<file path="src/design/mnag_pkg.sv">
// Package for the masked neighbor average grow block.
// Shared constants and types; no dependencies.
package mnag_pkg;

  localparam int MAX_PADDED_SIDE_D = 1024;
  localparam int SAMPLE_BITS_D     = 16;
  localparam int MAX_CHANNELS_D    = 4;

  localparam int SIDE_W  = 10;
  localparam int CHCNT_W = 3;
  localparam int COUNT_W = 20;
  localparam int OUT_W   = 16;
  localparam int CFG_W   = 10;

  // configuration register indexes
  typedef enum logic {
    REG_IMAGE_SIDE    = 1'b0,
    REG_CHANNEL_COUNT = 1'b1
  } cfg_reg_t;

  // divider sequencer states
  typedef enum logic [1:0] {
    DIV_IDLE = 2'd0,
    DIV_RUN  = 2'd1,
    DIV_DONE = 2'd2
  } div_state_t;

endpackage

</file>
<file path="src/design/mnag_fifo.sv">
// Short queue between front and back parts.
// Depends on mnag_pkg for nothing but house style.
module mnag_fifo #(
  parameter int W = 8,
  parameter int DEPTH = 4
) (
  input  logic         clk,
  input  logic         rst_n,
  input  logic         wr_valid,
  output logic         wr_ready,
  input  logic [W-1:0] wr_data,
  output logic         rd_valid,
  input  logic         rd_ready,
  output logic [W-1:0] rd_data
);
  import mnag_pkg::*;
  localparam int AW = $clog2(DEPTH);
  logic [W-1:0]  q_r [DEPTH];
  logic [AW-1:0] wp_r, rp_r;
  logic [AW:0]   n_r;
  logic wr, rd;
  assign wr_ready = (n_r != (AW+1)'(DEPTH));
  assign rd_valid = (n_r != '0);
  assign wr = wr_valid && wr_ready;
  assign rd = rd_valid && rd_ready;
  assign rd_data = q_r[rp_r];
  always_ff @(posedge clk) begin
    if (wr) q_r[wp_r] <= wr_data;
  end
  always_ff @(posedge clk) begin
    if (!rst_n) begin
      wp_r <= '0; rp_r <= '0; n_r <= '0;
    end else begin
      if (wr) wp_r <= wp_r + 1'b1;
      if (rd) rp_r <= rp_r + 1'b1;
      n_r <= n_r + (AW+1)'(wr) - (AW+1)'(rd);
    end
  end
endmodule

</file>
<file path="config.mk">
export PLATFORM = sky130hd
export DESIGN_NAME = mnag_fifo
export DESIGN_NICKNAME = d
export VERILOG_FILES = /design/src/design/mnag_pkg.sv /design/src/design/mnag_fifo.sv
export SDC_FILE = /design/constraint.sdc
export NUM_CORES = 1
export LEC_CHECK = 0
export BUFFER_PORTS_ARGS = -buffer_cell sky130_fd_sc_hd__buf_2
export CORE_MARGIN = 10
export CORE_UTILIZATION = 50
export CTS_CLUSTER_DIAMETER = 50
export DETAILED_ROUTE_END_ITERATION = 10
export MAX_ROUTING_LAYER = met4
export PLACE_DENSITY = 0.71
export SETUP_SLACK_MARGIN = 0.3
export SYNTH_ARGS = -nofsm -noshare
export SYNTH_HDL_FRONTEND = slang
export SYNTH_SLANG_ARGS = --single-unit
</file>
<file path="constraint.sdc">
create_clock -name clk -period 2 [get_ports clk]
set_input_delay 0.2 -clock clk [delete_from_list [all_inputs] [get_ports clk]]
set_output_delay 0.2 -clock clk [all_outputs]
set_load 0.1 [all_outputs]
</file>
; ---- Word-level counts from Yosys, hierarchy flattened
; Memories as Yosys holds them, arrays and structs flattened. A register that Yosys moved wholly into a read port is not among the register bits.
; Cells that the tools add are included.
[totals]
ff_bits = 7
ram_bits = 32
input_bits = 12
output_inout_bits = 10
elab_cells = 16
memories = 1
[op_classes]
add_sub_neg = 4
n_eq_ne = 1
muxes = 4
n_reduce_logical = 3
[mem_list]
columns = name, words, word_bits, rd, rd_clocked_by_memory_dff, write_ports, line
row1 = q_r, 4, 8, 1, 1, 1, mnag_fifo.sv:18  ; logic [W-1:0] q_r [DEPTH];
[op_table]
columns = cell, count
row1 = $add 2x1->2 const B, 2
row2 = $mux 2, 2
row3 = $add 3x1->3, 1
row4 = $ne 3x3->1 const B, 1
row5 = $reduce_bool 3->1, 1
row6 = $sub 3x1->3, 1
row7 = $logic_and 1x1->1, 2
row8 = $mux 1, 2

; ---- Longest topological paths before layout
[logic_depth]
ltp_word = 4
mapped_depth = 11
depth_no_buf = 11

; ---- Least setup slack after synthesis
; Ideal clock, no wire load.
[synth_timing]
kind = register -> register
from = register n_r[1]
to = register n_r[2]
setup_ns = 0.115
arrival_ns = 2.104
t_required_ns = 1.885
slack_ns = -0.219
stages_incl_launch_ff = 12
path_buffers = 0
period_less_slack_ns = 2.219
path_cell_list = dfxtp_1 -> nor2_1 -> a21boi_2 -> inv_1 -> ha_1 -> inv_1 -> ha_1 -> inv_1 -> fa_1 -> xnor2_1 -> xnor2_1 -> and2_1
[synth_between]
elab_chain_cells = 4
elab_cells_between_ends = 6
cone_classes = 2 x add/sub / 1 x eq/ne / 3 x reduce/logical
[synth_rtl]
columns = element, line
row1 = "start, declared", mnag_fifo.sv:20  ; logic [AW:0] n_r;
row2 = "start signal, assigned", mnag_fifo.sv:36  ; n_r <= n_r + (AW+1)'(wr) - (AW+1)'(rd);
row3 = $ne 3x3->1, mnag_fifo.sv:22  ; assign wr_ready = (n_r != (AW+1)'(DEPTH));
row4 = $logic_and 1x1->1, mnag_fifo.sv:24  ; assign wr = wr_valid && wr_ready;
row5 = $add 3x1->3, mnag_fifo.sv:36
row6 = $sub 3x1->3 (*), mnag_fifo.sv:36
; Mark *: on every way between the ends. The rest lies on a longest branch, timed or not.
; A chain may end at the register's enable or synchronous reset.

; ---- Final worst setup path
[layout_timing]
from = register n_r[1]
to = register n_r[2]
[layout_between]
elab_cells_between_ends = 6
cone_classes = 2 x add/sub / 1 x eq/ne / 3 x reduce/logical
[layout_lines]
columns = element, line
row1 = $reduce_bool 3->1, mnag_fifo.sv:23  ; assign rd_valid = (n_r != '0);
row2 = $logic_and 1x1->1, mnag_fifo.sv:25  ; assign rd = rd_valid && rd_ready;
row3 = named net rd, mnag_fifo.sv:21  ; logic wr, rd;
row4 = $sub 3x1->3, mnag_fifo.sv:36
; The timed path passes the listed nets, and every way through them passes these cells.

==> summary.md <==
| Metric | Value |
|---|---|
| Average instance area after synthesis | `about 18 um^2` |
| Hold Violations, Final | `0` |
| Tightest Hold Check Type | `in2reg` |
| Critical path arrival | `around 2200 ps` |
| Clock Sink Count | `41` |
| Internal reg-to-reg setup slack | `4 ps` |
| Clock buffers created by TritonCTS | `5` |
| Slew HR | `around 67%` |
| Post-synthesis share of cell area spent on full adders, half adders and majority gates | `5.815%` |
| Routed wire length per instance | `17.48 um` |
| Layout cell share with drive strength beyond 1 | `between 40% and 50%` |
| Layout Cells excl Fill | `around 170` |
| Minimum setup slack in the final design | `3.835 ps` |
| Portion of the post-synthesis area used by sequential elements | `approximately 70%` |
| Worst setup path class | `reg2reg` |
| Gp weighted congestion | `0.7775` |
| Placeable core area | `3103 um^2` |
| FF+latch count, synth | `41` |
| Maximum VDD drop | `0.0006226 V` |
| Maximum number of pins on one net before global-route repair | `14` |
| Global-route usage over all layers | `a little over a tenth` |
| Antenna violations before repair | `0` |
| DIE HEIGHT | `roughly 77 um` |
| Sum of routed wire length over all layers | `2919 um` |
| Clock tree from TritonCTS | `built` |
| Synth-to-Final Area Change | `29.53%` |
| Final-stage net count | `141` |
| Final critical-path required period | `1996 ps` |
| Xor-xnor portion of the synthesized cell area | `around 2.1%` |
| Post-detailed-route via-to-cell ratio | `around 5.0` |
| Area fraction in and, or, nand and nor cells after synthesis | `5.662%` |
| Total power density per cell area | `1597 nW/um^2` |
| Worst slack, placed | `-44.57 ps` |
| DIE AREA | `5958 um^2` |
| Endpoints failing setup | `0` |
| Iteration-0 DRC count of the detailed router | `43` |
| Top-level I/O count | `22` |
| Clock buffer depth | `2` |
| Antenna Cells | `0` |
| Largest family of logic cells by synthesized area | `multiplexers` |
| Total Neg Setup Slack | `0 ps` |
| Reg-to-reg critical path startpoint | `n_r[1]` |
| Final period util | `99.81%` |
| DRC violations left | `0` |
| Post-layout power | `3.384 mW` |
| Die width | `77.19 um` |
| Largest fanout on the critical path | `4` |
| Post-synth design cell area | `roughly 1600 um^2` |
| Worst skew pair latency | `350 ps` |
| Initial DRT Pass Iterations | `4` |
| Overall via count from detail_route | `840` |
| H-tree Lvls | `2` |
| Startpoint type of the worst setup path | `flop` |
| Global-route wire length before repair | `4767 um` |
| Clk Tree Root Cell | `sky130_fd_sc_hd__clkbuf_4` |
| Starting utilization of the core area | `52.70%` |
| Highest-count cells in the layout ignoring fill and taps | `32 x sky130_fd_sc_hd__edfxtp_1, 12 x sky130_fd_sc_hd__buf_2, 11 x sky130_fd_sc_hd__buf_12` |
| Compound-gate portion of the synthesized area | `2.295%` |
| Synthesized Nets | `109` |
| Via count of the first global-routing pass | `969` |
| Worst hold path startpoint | `wr_data[0]` |
| Most common library cell in the layout ignoring fill and taps | `sky130_fd_sc_hd__edfxtp_1` |
| Number of maximum-capacitance constraint violations | `0` |
| Maximum frequency from static timing analysis | `501.0 MHz` |
| Count of synthesis-stage warnings from yosys | `0` |
| Critical register-to-register path endpoint | `n_r[2]` |
| Req. time, crit path | `2240 ps` |
| Post-DRT Antenna Nets | `0` |
| Synthesized instance count | `90` |
| Final Core Density | `68.27%` |
| Core Rows | `20` |
| Worst Hold End | `q_r[3][0]` |
| Cell depth of the worst hold path | `1` |
| Clock Skew | `about 11 ps` |
| Multiplexer fraction of the synthesized cell area | `12.24%` |
| Number of cells on the worst reg-to-reg path | `9` |
| CTS clock-pin slew for the worst setup and hold paths | `120 ps` |
| Unique masters post-synth | `18` |
| Number of pins with negative max-slew slack in the final report | `0` |
| Worst slew pin tran | `around 490 ps` |
| Total congestion overflow after global routing | `0` |
| Outcome | `complete, no violations` |
| Number of cells in the design after placement | `158` |
| Port buffer count | `21` |
| Detail Placement HPWL | `roughly 2000 um` |
| Setup repair after global routing missed its margin | `true` |
| # hold bufs at CTS | `0` |
| LEAKAGE | `~0.76 nW` |
| Critical Path End Type | `flop` |
[flip-flops by register name, summed over array words and instances (netlist names), named ones only]
register  count
rp_r          2
wp_r          2
q_r          32
n_r           3
[how the worst max path moves through the flow]
| stage | from | to | slack (ps) | cells after the start |
|---|---|---|---|---|
| final | n_r[1] | n_r[2] | 4 | 9 |
| after global routing | n_r[1] | n_r[2] | -80 | 9 |
| after CTS | n_r[1] | n_r[2] | -6 | 9 |
| after detailed placement | n_r[0] | n_r[2] | -40 | 9 |
| after global placement | n_r[0] | n_r[2] | 10 | 9 |
| after floorplan | n_r[0] | n_r[2] | -20 | 9 |
[cells in the mapped netlist (all sizes together)]
library cell | n | area [um^2]
nor2 | 1 | 3.750
and2 | 7 | 43.79
buf | 1 | 7.510
ha | 6 | 75.07
mux2i | 2 | 20.02
xnor2 | 4 | 35.03
nand2 | 5 | 18.77
dfxtp | 9 | 180.2
mux4 | 8 | 180.2
o311ai | 1 | 16.27
o31a | 1 | 10.01
nor2b | 3 | 18.77
edfxtp | 32 | 960.9
or3 | 1 | 7.510
fa | 1 | 20.02
inv | 5 | 18.77
a21boi | 1 | 11.26
clkbuf | 2 | 7.510
[where the power goes]
group	total (mW)	switching [mW]	leakage, nW	internal [mW]
logic	1.83	1.08	0.361	0.749
clock network	0.393	0.260	0.0326	0.133
registers	1.16	0.0945	0.370	1.07
total	3.38	1.44	0.763	1.95
[worst max-delay path, stage by stage, from the launching register on]
cell                      delay (ps)
sky130_fd_sc_hd__dfxtp_4         380
sky130_fd_sc_hd__o31a_4          360
sky130_fd_sc_hd__ha_4            210
sky130_fd_sc_hd__inv_2            60
sky130_fd_sc_hd__ha_4            110
sky130_fd_sc_hd__inv_2            30
sky130_fd_sc_hd__fa_2            340
sky130_fd_sc_hd__xnor2_2         150
sky130_fd_sc_hd__xnor2_1         120
sky130_fd_sc_hd__and2_1          140
[routing by layer]
layer  GRT usage (%)  vias up  share of wire, %
met5               -        -                 0
met4           3.285        0               1.1
met3           4.312        6               4.4
met2           18.23       17                53
met1           11.10      416                42
li1                -      401                 -
[what timing repair did]
item	4_1_cts	5_1_grt
pin swaps	5	0
setup endpoints to repair	11	11
setup buffers	1	0
resized for setup	40	0
[stage by stage]
step	cell area, um^2	hold slack (ps)
after CTS	2118	49.92
after global placement	1901	410.5
after detailed placement	1901	420.3
after global routing	2118	37.58
final	2118	59.37
after floorplan	1698	298.9
[cell families after synthesis]
logic type	count (synthesis)
flip-flops	41
AND/OR/NAND/NOR	17
multiplexers	10
buffers and inverters	8
adder cells (fa/ha/maj)	7
XOR/XNOR	4
AO/OA/AOI/OAI	3
[layout make-up]
| class | instances | area, um^2 |
|---|---|---|
| fillers | 228 | 984.7 |
| well taps | 44 | 55.05 |
| clock buffers | 5 | 37.54 |
| inverters | 5 | 18.77 |
| clock inverters | 3 | 17.52 |
| multi-input cells | 41 | 518.0 |
| flip-flops and latches | 41 | 1154 |
| repair buffers | 28 | 317.8 |
Note: power is estimated with default switching activity, not from simulation.
