### src/design/mnag_pkg.sv
// Package for the masked neighbor average grow block.
// Shared constants and types; no dependencies.
package mnag_pkg;

  localparam int MAX_PADDED_SIDE_D = 1024;
  localparam int SAMPLE_BITS_D     = 16;
  localparam int MAX_CHANNELS_D    = 4;

  localparam int SIDE_W  = 10;
  localparam int CHCNT_W = 3;
  localparam int COUNT_W = 20;
  localparam int OUT_W   = 16;
  localparam int CFG_W   = 10;

  // configuration register indexes
  typedef enum logic {
    REG_IMAGE_SIDE    = 1'b0,
    REG_CHANNEL_COUNT = 1'b1
  } cfg_reg_t;

  // divider sequencer states
  typedef enum logic [1:0] {
    DIV_IDLE = 2'd0,
    DIV_RUN  = 2'd1,
    DIV_DONE = 2'd2
  } div_state_t;

endpackage

### src/design/mnag_back.sv
// Back part: serial divide by the neighbor count, saturate, count grown.
// Depends on mnag_pkg.
module mnag_back #(
  parameter int SAMPLE_BITS  = mnag_pkg::SAMPLE_BITS_D,
  parameter int MAX_CHANNELS = mnag_pkg::MAX_CHANNELS_D,
  parameter int SUM_W        = SAMPLE_BITS + 4,
  parameter int JOB_W        = MAX_CHANNELS*SUM_W + MAX_CHANNELS*SAMPLE_BITS + 6
) (
  input  logic             clk,
  input  logic             rst_n,
  input  logic             restart_i,
  input  logic [2:0]       ch_i,
  input  logic             job_valid,
  output logic             job_ready,
  input  logic [JOB_W-1:0] job_data,
  output logic             out_tvalid,
  input  logic             out_tready,
  output logic [MAX_CHANNELS*mnag_pkg::OUT_W-1:0] res_o,
  output logic             grown_o,
  output logic [mnag_pkg::COUNT_W-1:0] total_o,
  output logic             last_o
);
  import mnag_pkg::*;
  localparam int SW = $clog2(SUM_W+1);

  div_state_t st_r, st_nxt;
  logic [SUM_W-1:0] q_r [MAX_CHANNELS];
  logic [3:0]       rem_r [MAX_CHANNELS];
  logic [3:0]       d_r;
  logic [SW-1:0]    step_r;
  logic [SAMPLE_BITS*MAX_CHANNELS-1:0] ctr_r;
  logic             last_r;
  logic             grow;
  logic [COUNT_W-1:0] cnt_r;
  logic [1:0]       cov;
  assign cov = 2'((ch_i == 3'd0) ? 3'd0 : (ch_i > 3'(MAX_CHANNELS)) ? 3'(MAX_CHANNELS-1)
                                                               : ch_i - 3'd1);

  always_comb begin
    st_nxt = st_r;
    job_ready = 1'b0;
    unique case (st_r)
      DIV_IDLE: begin
        job_ready = 1'b1;
        if (job_valid) st_nxt = (job_data[JOB_W-6 +: 4] != '0) ? DIV_RUN : DIV_DONE;
      end
      DIV_RUN:  if (step_r == SW'(1)) st_nxt = DIV_DONE;
      DIV_DONE: if (out_tready) st_nxt = DIV_IDLE;
      default:  st_nxt = DIV_IDLE;
    endcase
  end

  always_ff @(posedge clk) begin
    if (!rst_n) st_r <= DIV_IDLE;
    else        st_r <= st_nxt;
  end

  // restoring division, one quotient bit per cycle on each channel
  logic [4:0] trial [MAX_CHANNELS];
  always_comb
    for (int k = 0; k < MAX_CHANNELS; k++)
      trial[k] = {rem_r[k], q_r[k][SUM_W-1]};

  always_ff @(posedge clk) begin
    if (st_r == DIV_IDLE && job_valid) begin
      for (int k = 0; k < MAX_CHANNELS; k++) begin
        q_r[k] <= job_data[k*SUM_W +: SUM_W];
        rem_r[k] <= '0;
      end
      ctr_r  <= job_data[MAX_CHANNELS*SUM_W +: SAMPLE_BITS*MAX_CHANNELS];
      d_r    <= job_data[JOB_W-6 +: 4];
      last_r <= job_data[JOB_W-2];
      step_r <= SW'(SUM_W);
    end else if (st_r == DIV_RUN) begin
      for (int k = 0; k < MAX_CHANNELS; k++) begin
        if (trial[k] >= {1'b0, d_r}) begin
          rem_r[k] <= 4'(trial[k] - {1'b0, d_r});
          q_r[k]   <= {q_r[k][SUM_W-2:0], 1'b1};
        end else begin
          rem_r[k] <= trial[k][3:0];
          q_r[k]   <= {q_r[k][SUM_W-2:0], 1'b0};
        end
      end
      step_r <= step_r - SW'(1);
    end
  end

  always_ff @(posedge clk) begin
    if (!rst_n || restart_i) begin
      cnt_r <= '0;
    end else if (st_r == DIV_IDLE && job_valid) begin
      if (job_data[JOB_W-6 +: 4] != '0) cnt_r <= cnt_r + 1'b1;
    end else if (st_r == DIV_DONE && out_tready && last_r) begin
      cnt_r <= '0;
    end
  end

  always_comb begin
    grow = (d_r != '0);
    for (int k = 0; k < MAX_CHANNELS; k++) begin
      if (grow && k < int'(cov))
        res_o[k*OUT_W +: OUT_W] = (q_r[k] > SUM_W'({SAMPLE_BITS{1'b1}}))
                                   ? OUT_W'({SAMPLE_BITS{1'b1}})
                                   : OUT_W'(q_r[k]);
      else
        res_o[k*OUT_W +: OUT_W] = OUT_W'(ctr_r[k*SAMPLE_BITS +: SAMPLE_BITS]);
    end
  end
  assign out_tvalid = (st_r == DIV_DONE);
  assign grown_o = grow;
  assign total_o = cnt_r;
  assign last_o  = last_r;
endmodule
### config.mk
export PLATFORM = sky130hd
export DESIGN_NAME = mnag_back
export DESIGN_NICKNAME = d
export VERILOG_FILES = /design/src/design/mnag_pkg.sv /design/src/design/mnag_back.sv
export SDC_FILE = /design/constraint.sdc
export NUM_CORES = 1
export LEC_CHECK = 0
export ABC_AREA = 1
export BUFFER_PORTS_ARGS = -buffer_cell sky130_fd_sc_hd__buf_2
export CAP_MARGIN = 20
export CORE_MARGIN = 4
export CORE_UTILIZATION = 56
export DETAILED_ROUTE_END_ITERATION = 10
export GPL_ROUTABILITY_DRIVEN = 0
export PLACE_DENSITY = 0.86
export SLEW_MARGIN = 20
export SYNTH_ARGS = -nofsm -noshare
export SYNTH_HDL_FRONTEND = slang
export SYNTH_SLANG_ARGS = --single-unit
### constraint.sdc
create_clock -name clk -period 7.2 [get_ports clk]
set_clock_uncertainty 0.2 [all_clocks]
set_input_delay 0.72 -clock clk [delete_from_list [all_inputs] [get_ports clk]]
set_output_delay 0.72 -clock clk [all_outputs]
set_load 0.01 [all_outputs]
-- After elaboration in Yosys (flattened, before gate mapping)
Memories as Yosys holds them, arrays and structs flattened.
Cells that the tools add are included.
- bits in registers: 96
- RAM bits: 96
- input port bits: 158
- memories: 2
- memory list (memory ; depth ; width ; rd ports ; clocked after Yosys merged registers in ; wr ports ; RTL line ; text):
    q_r ; 4 ; 20 ; 4 ; 0 ; 4 ; mnag_back.sv:27 ; logic [SUM_W-1:0] q_r [MAX_CHANNELS];
    rem_r ; 4 ; 4 ; 4 ; 0 ; 4 ; mnag_back.sv:28 ; logic [3:0] rem_r [MAX_CHANNELS];
- add/sub/neg operators: 7
- $lt $le $gt $ge: 11
- equality and inequality tests: 7
- mux-type cells: 67
- bitwise gates (word level): 16
- reduce and logical (&&, ||, !) cells: 15
- operators with widths (operator ; count):
    $mux 20 ; 11
    $mux 16 ; 6
    $gt 20x16->1 const B ; 3
    $mux 1 ; 35
    $mux 4 ; 8
    $add 20x1->20 const B ; 1
    $ge 5x4->1 ; 4
    $or 1x1->1 ; 16
    $sub 4x4->4 ; 4
    $mux 2 ; 6
    $reduce_bool 4->1 ; 2
    $logic_and 1x1->1 ; 6
    $pmux 2 s3 ; 1
    $eq 5x1->1 const B ; 1
    $sub 5x1->5 const B ; 1
    $lt 1x2->1 const A ; 2
    $ne 2x1->1 const B ; 2
    $ne 2x2->1 const B ; 2
    $gt 3x3->1 const B ; 1
    $logic_not 3->1 ; 1
    $reduce_and 3->1 ; 1
    $eq 2x1->1 const B ; 1
    $eq 2x2->1 const B ; 1
    $logic_not 2->1 ; 1
    6 further kinds ; 6

-- Longest topological paths before layout
- depth after elaboration: 7
- mapped depth: 11

-- Worst setup path before layout
No wires, ideal clock.
- path kind: in2reg
- start point: input port job_valid
- end point: register cnt_r[12] (netlist: total_o[12])
- arrival: 2475 ps
- setup slack: 4412 ps
- stages: 8
- path through: inv_1 > nor2_4 > nand2_4 > nand2_4 > buf_8 > nand3_2 > o21ai_1 > nor2_1
- longest elaborated chain between the ends: 3
- elaborated cells on any way between the ends: 5
- those cells by class: 1 x eq/ne; 1 x mux; 3 x reduce/logical
- RTL lines (element ; RTL line ; text):
    from (decl) ; mnag_back.sv:13 ; input logic job_valid,
    $logic_and 1x1->1 (*) ; mnag_back.sv:91 ; end else if (st_r == DIV_IDLE && job_valid) begin
    $ne 2x1->1 (no source line) or $reduce_bool 2->1 (tied branches) ; -- ;
    $reduce_and 2->1 (no source line) ; -- ;
    to (signal assigned) ; mnag_back.sv:92 ; if (job_data[JOB_W-6 +: 4] != '0) cnt_r <= cnt_r + 1'b1;
    to (decl) ; mnag_back.sv:34 ; logic [COUNT_W-1:0] cnt_r;
Every way passes the cells marked *; elsewhere a longest branch is shown, timed or not.
A chain may end at the register's enable or synchronous reset.

-- Final worst setup path
- start point: input port ch_i[0]
- end point: output port res_o[47] (netlist bit)
- longest elaborated chain between the ends: 6
- elaborated cells on any way between the ends: 8
- those cells by class: 1 x add/sub; 2 x order compare; 3 x mux; 2 x reduce/logical
- RTL lines (element ; RTL line ; text):
    from (decl) ; mnag_back.sv:12 ; input logic [2:0] ch_i,
    $gt 3x3->1 or $sub 2x1->2 (tied branches) ; mnag_back.sv:36, mnag_back.sv:37 ;
    $mux 2 ; mnag_back.sv:36 ; assign cov = 2'((ch_i == 3'd0) ? 3'd0 : (ch_i > 3'(MAX_CHANNELS)) ? 3'(MAX_CHANNELS-1)
    $mux 2 (*) ; mnag_back.sv:36 ;
    $lt 2x2->1 (*) ; mnag_back.sv:101 ; if (grow && k < int'(cov))
    $logic_and 1x1->1 (*) ; mnag_back.sv:101 ;
    $mux 16 (*) ; mnag_back.sv:101 ;
    to (decl) ; mnag_back.sv:18 ; output logic [MAX_CHANNELS*mnag_pkg::OUT_W-1:0] res_o,
Marked as above.

==> results.sh <==
export IMPL_status="finished, final reports clean"
export IMPL_syn_num_nets=1016
export IMPL_grt_pass1_wl_um=29480
export IMPL_yosysTopAreaCellShare_pct=53.17
export IMPL_io_pins=246
export IMPL_cp_cell_sequence="buf_2 -> inv_1 -> ha_1 -> inv_2 -> nand2_1 -> a21oi_2 -> nand2_2 -> nor2_4 -> inv_2 -> nand2_1 -> nand2_1 -> buf_2"
export IMPL_drt_pass1_iter_count=5
export IMPL_cts_root_buf="clkbuf_16"
export IMPL_synth_distinct_cells=37
export IMPL_port_buffers=224
export IMPL_htree_levels=4
export IMPL_drive_above_1_share_pct=28.06
export IMPL_cts_buffers=17
export IMPL_drtIter0Drc=553
export IMPL_r2r_slack_ns=3.86
export IMPL_ys_seq_elements=168
export IMPL_rows=43
export IMPL_r2r_end="q_r[0][25]"
export IMPL_setup_tns_ns=0
export IMPL_critPathKind="input pin to output port"
export IMPL_syn_inst=839
export IMPL_synth_edff_count=141
export IMPL_fin_nets=1219
export IMPL_yosysTopAreaCell="edfxtp_1"
export IMPL_final_antenna_net_count=0
export IMPL_yosys_top_cells_area="edfxtp_1 53%, nand2_1 13%, dfxtp_1 6.8%"
export IMPL_crit_slowest_cell="nor2_4"
export IMPL_p_per_area_mw_per_mm2=270.5
export IMPL_ctsResizeCount=0
export IMPL_p_switching_w=0.0007442
export IMPL_min_to="ctr_r[5]"
export IMPL_post_cts_setup_buffers=0
export IMPL_hold_buffers=0
export IMPL_grt_max_degree=70
export IMPL_grt_antenna_before_repair=3
export IMPL_die_area_mm2=0.01619
export IMPL_num_vias=6526
export IMPL_avgSynthCellArea_um2=9.492
export IMPL_detailedPlacementHpwl_um=13200
export IMPL_hold_slack_ns=0.2640
export IMPL_core_mm2=0.01388
export IMPL_worstPathMaxFanout=33
export IMPL_finalMaxSlewViolations=0
export IMPL_clk_pin_slew_ns=0.07
export IMPL_drc=0
export IMPL_cts_sinks=168
export IMPL_worstRegToRegCells=5
export IMPL_slew_limit_headroom_pct=31.37
export IMPL_min_delay_path_class="input pin to flip-flop"
export IMPL_report_power_total_w=0.002619
export IMPL_track_usage_pct=23.01
export IMPL_synth_area_mm2=0.007964
export IMPL_clockBufferDepth=2
export IMPL_p_int_w=0.001875
export IMPL_fp_dieW_um=127.3
export IMPL_ir_drop_mv=0.1895
export IMPL_synth_async_reset_ratio_pct=0
export IMPL_cp_end_kind="output port"
export IMPL_cpPeakStageDelay_ns=0.44
export IMPL_max_cap_violations=0
export IMPL_routed_via_density=5.271
export IMPL_syn2layout_area_growth_pct=21.60
export IMPL_min_delay_start="job_data[85]"
export IMPL_holdPathStages=1
export IMPL_rsz0062_at_grt="no"
export IMPL_ys_warn_count=0
export IMPL_grt_pass1_vias=6252
export IMPL_timing_rr_start="st_r[1]"
export IMPL_arrival_ns=2.79
export IMPL_seqPwrFrac_pct=47.7
export IMPL_final_setup_viol_count=0
export IMPL_crit_top_cell="nand2_1"
export IMPL_ys_seq_area_share_pct=59.95
export IMPL_wl_um=18880
export IMPL_grt_overflow=0
export IMPL_tritoncts="done"
export IMPL_period_share_pct=51.49
export IMPL_final_cell_mix="283 x nand2_1, 224 x buf_2, 141 x edfxtp_1"
export IMPL_initial_core_util_pct=57.37
export IMPL_required_ns=6.28
export IMPL_max_freq_ghz=0.2697
export IMPL_critical_path_startpoint="ch_i[0]"
export IMPL_start_kind="input pin"
export IMPL_final_common_cell="nand2_1"
export IMPL_synth_ff_type="edfxtp_1"
export IMPL_worst_pin_slew_ns=1.027
export IMPL_clkPwrFrac_pct=35.0
export IMPL_fin_crit_ns=3.707
export IMPL_n_fill_cell=983
export IMPL_hold_viol=0
export IMPL_netSwitchingFraction_pct=28.41
export IMPL_routedWlPerCell_um=15.25
export IMPL_clk_latency_ns=0.42
export IMPL_pwr_share_comb_pct=17.3
export IMPL_die_y_um=127.3
export IMPL_leakage_nw=4.295
[Yosys cell counts (8+ instances only)]
cell type	count
ha_1	16
o21ai_1	16
nand3_1	16
nand4_1	8
edfxtp_1	141
buf_2	18
nand2_1	284
o21ai_0	67
buf_4	17
nor2_1	76
inv_1	54
nor3_1	8
a21oi_1	30
inv_2	11
dfxtp_1	27
clkbuf_1	8
[worst max-delay path by stage]
| stage | to | slack [ns] | cells after the start |
|---|---|---|---|
| finish | res_o[47] | 3.49 | 12 |
| global route | res_o[47] | 3.26 | 8 |
| CTS | res_o[42] | 3.54 | 12 |
| detailed placement | res_o[47] | 3.56 | 12 |
| global placement | res_o[38] | 3.61 | 10 |
| floorplan | total_o[12] | 4.41 | 8 |
[cells by family (layout without fill, tap and decap cells)]
family / after synthesis / after routing / share of synthesized area [%]
buf+inv: 109 / 325 / 6.363
compound gates: 121 / 121 / 7.918
flops: 168 / 168 / 59.95
xor+xnor: 4 / 4 / 0.4400
simple gates: 418 / 418 / 22.06
other cells: 0 / 3 / 0
fa+ha+maj: 19 / 19 / 3.268
[worst max-delay path: cells and delay by family]
family | cells | cell delay [ns]
adder cells (fa/ha/maj) | 1 | 0.20
buffers and inverters | 5 | 0.59
AO/OA/AOI/OAI | 1 | 0.22
AND/OR/NAND/NOR | 5 | 1.04
[metrics by stage]
stage	std cells	instance area, µm²	utilization (%)	worst slack [ns]
2_1_floorplan	839	7964	-	4.412
3_3_place_gp	1203	9080	65.41	3.609
3_5_place_dp	1203	9080	65.41	3.558
4_1_cts	1235	9669	69.66	3.538
5_1_grt	1238	9684	69.77	3.257
6_report	1238	9684	69.77	3.493
[registers in the layout, indices dropped and copies added (netlist names)]
signal,flops
step_r,5
st_r,2
last_o,1
rem_r,12
ctr_r,64
d_r,4
total_o,20
q_r,60
[layer usage]
metal	vias to the layer above	global-route usage (%)	wire, µm
li1	3178	-	-
met1	2989	29.01	7370
met2	317	38.36	9283
met3	42	4.975	1627
met4	0	10.28	597
met5	-	0	0
[power groups by stage]
stage               Sequential, W  Clock [W]  Combinational [W]
global route              0.00126   0.000965           0.000513
CTS                       0.00125   0.000924           0.000452
floorplan                 0.00126          0           0.000302
detailed placement        0.00127          0           0.000446
global placement          0.00126          0           0.000429
finish                    0.00125   0.000917           0.000452
[area by class of cell]
type | count | area, µm² | area share (%)
Antenna cell | 3 | 7.507 | 0.07752
Clock buffer | 18 | 429.2 | 4.432
Clock inverter | 14 | 160.2 | 1.654
Inverter | 65 | 244.0 | 2.519
Multi-Input combinational cell | 562 | 2693 | 27.80
Sequential cell | 168 | 4775 | 49.30
Tap cell | 180 | 225.2 | 2.326
Timing Repair Buffer | 228 | 1151 | 11.89
No activity file was read; power rests on OpenSTA's default activity.
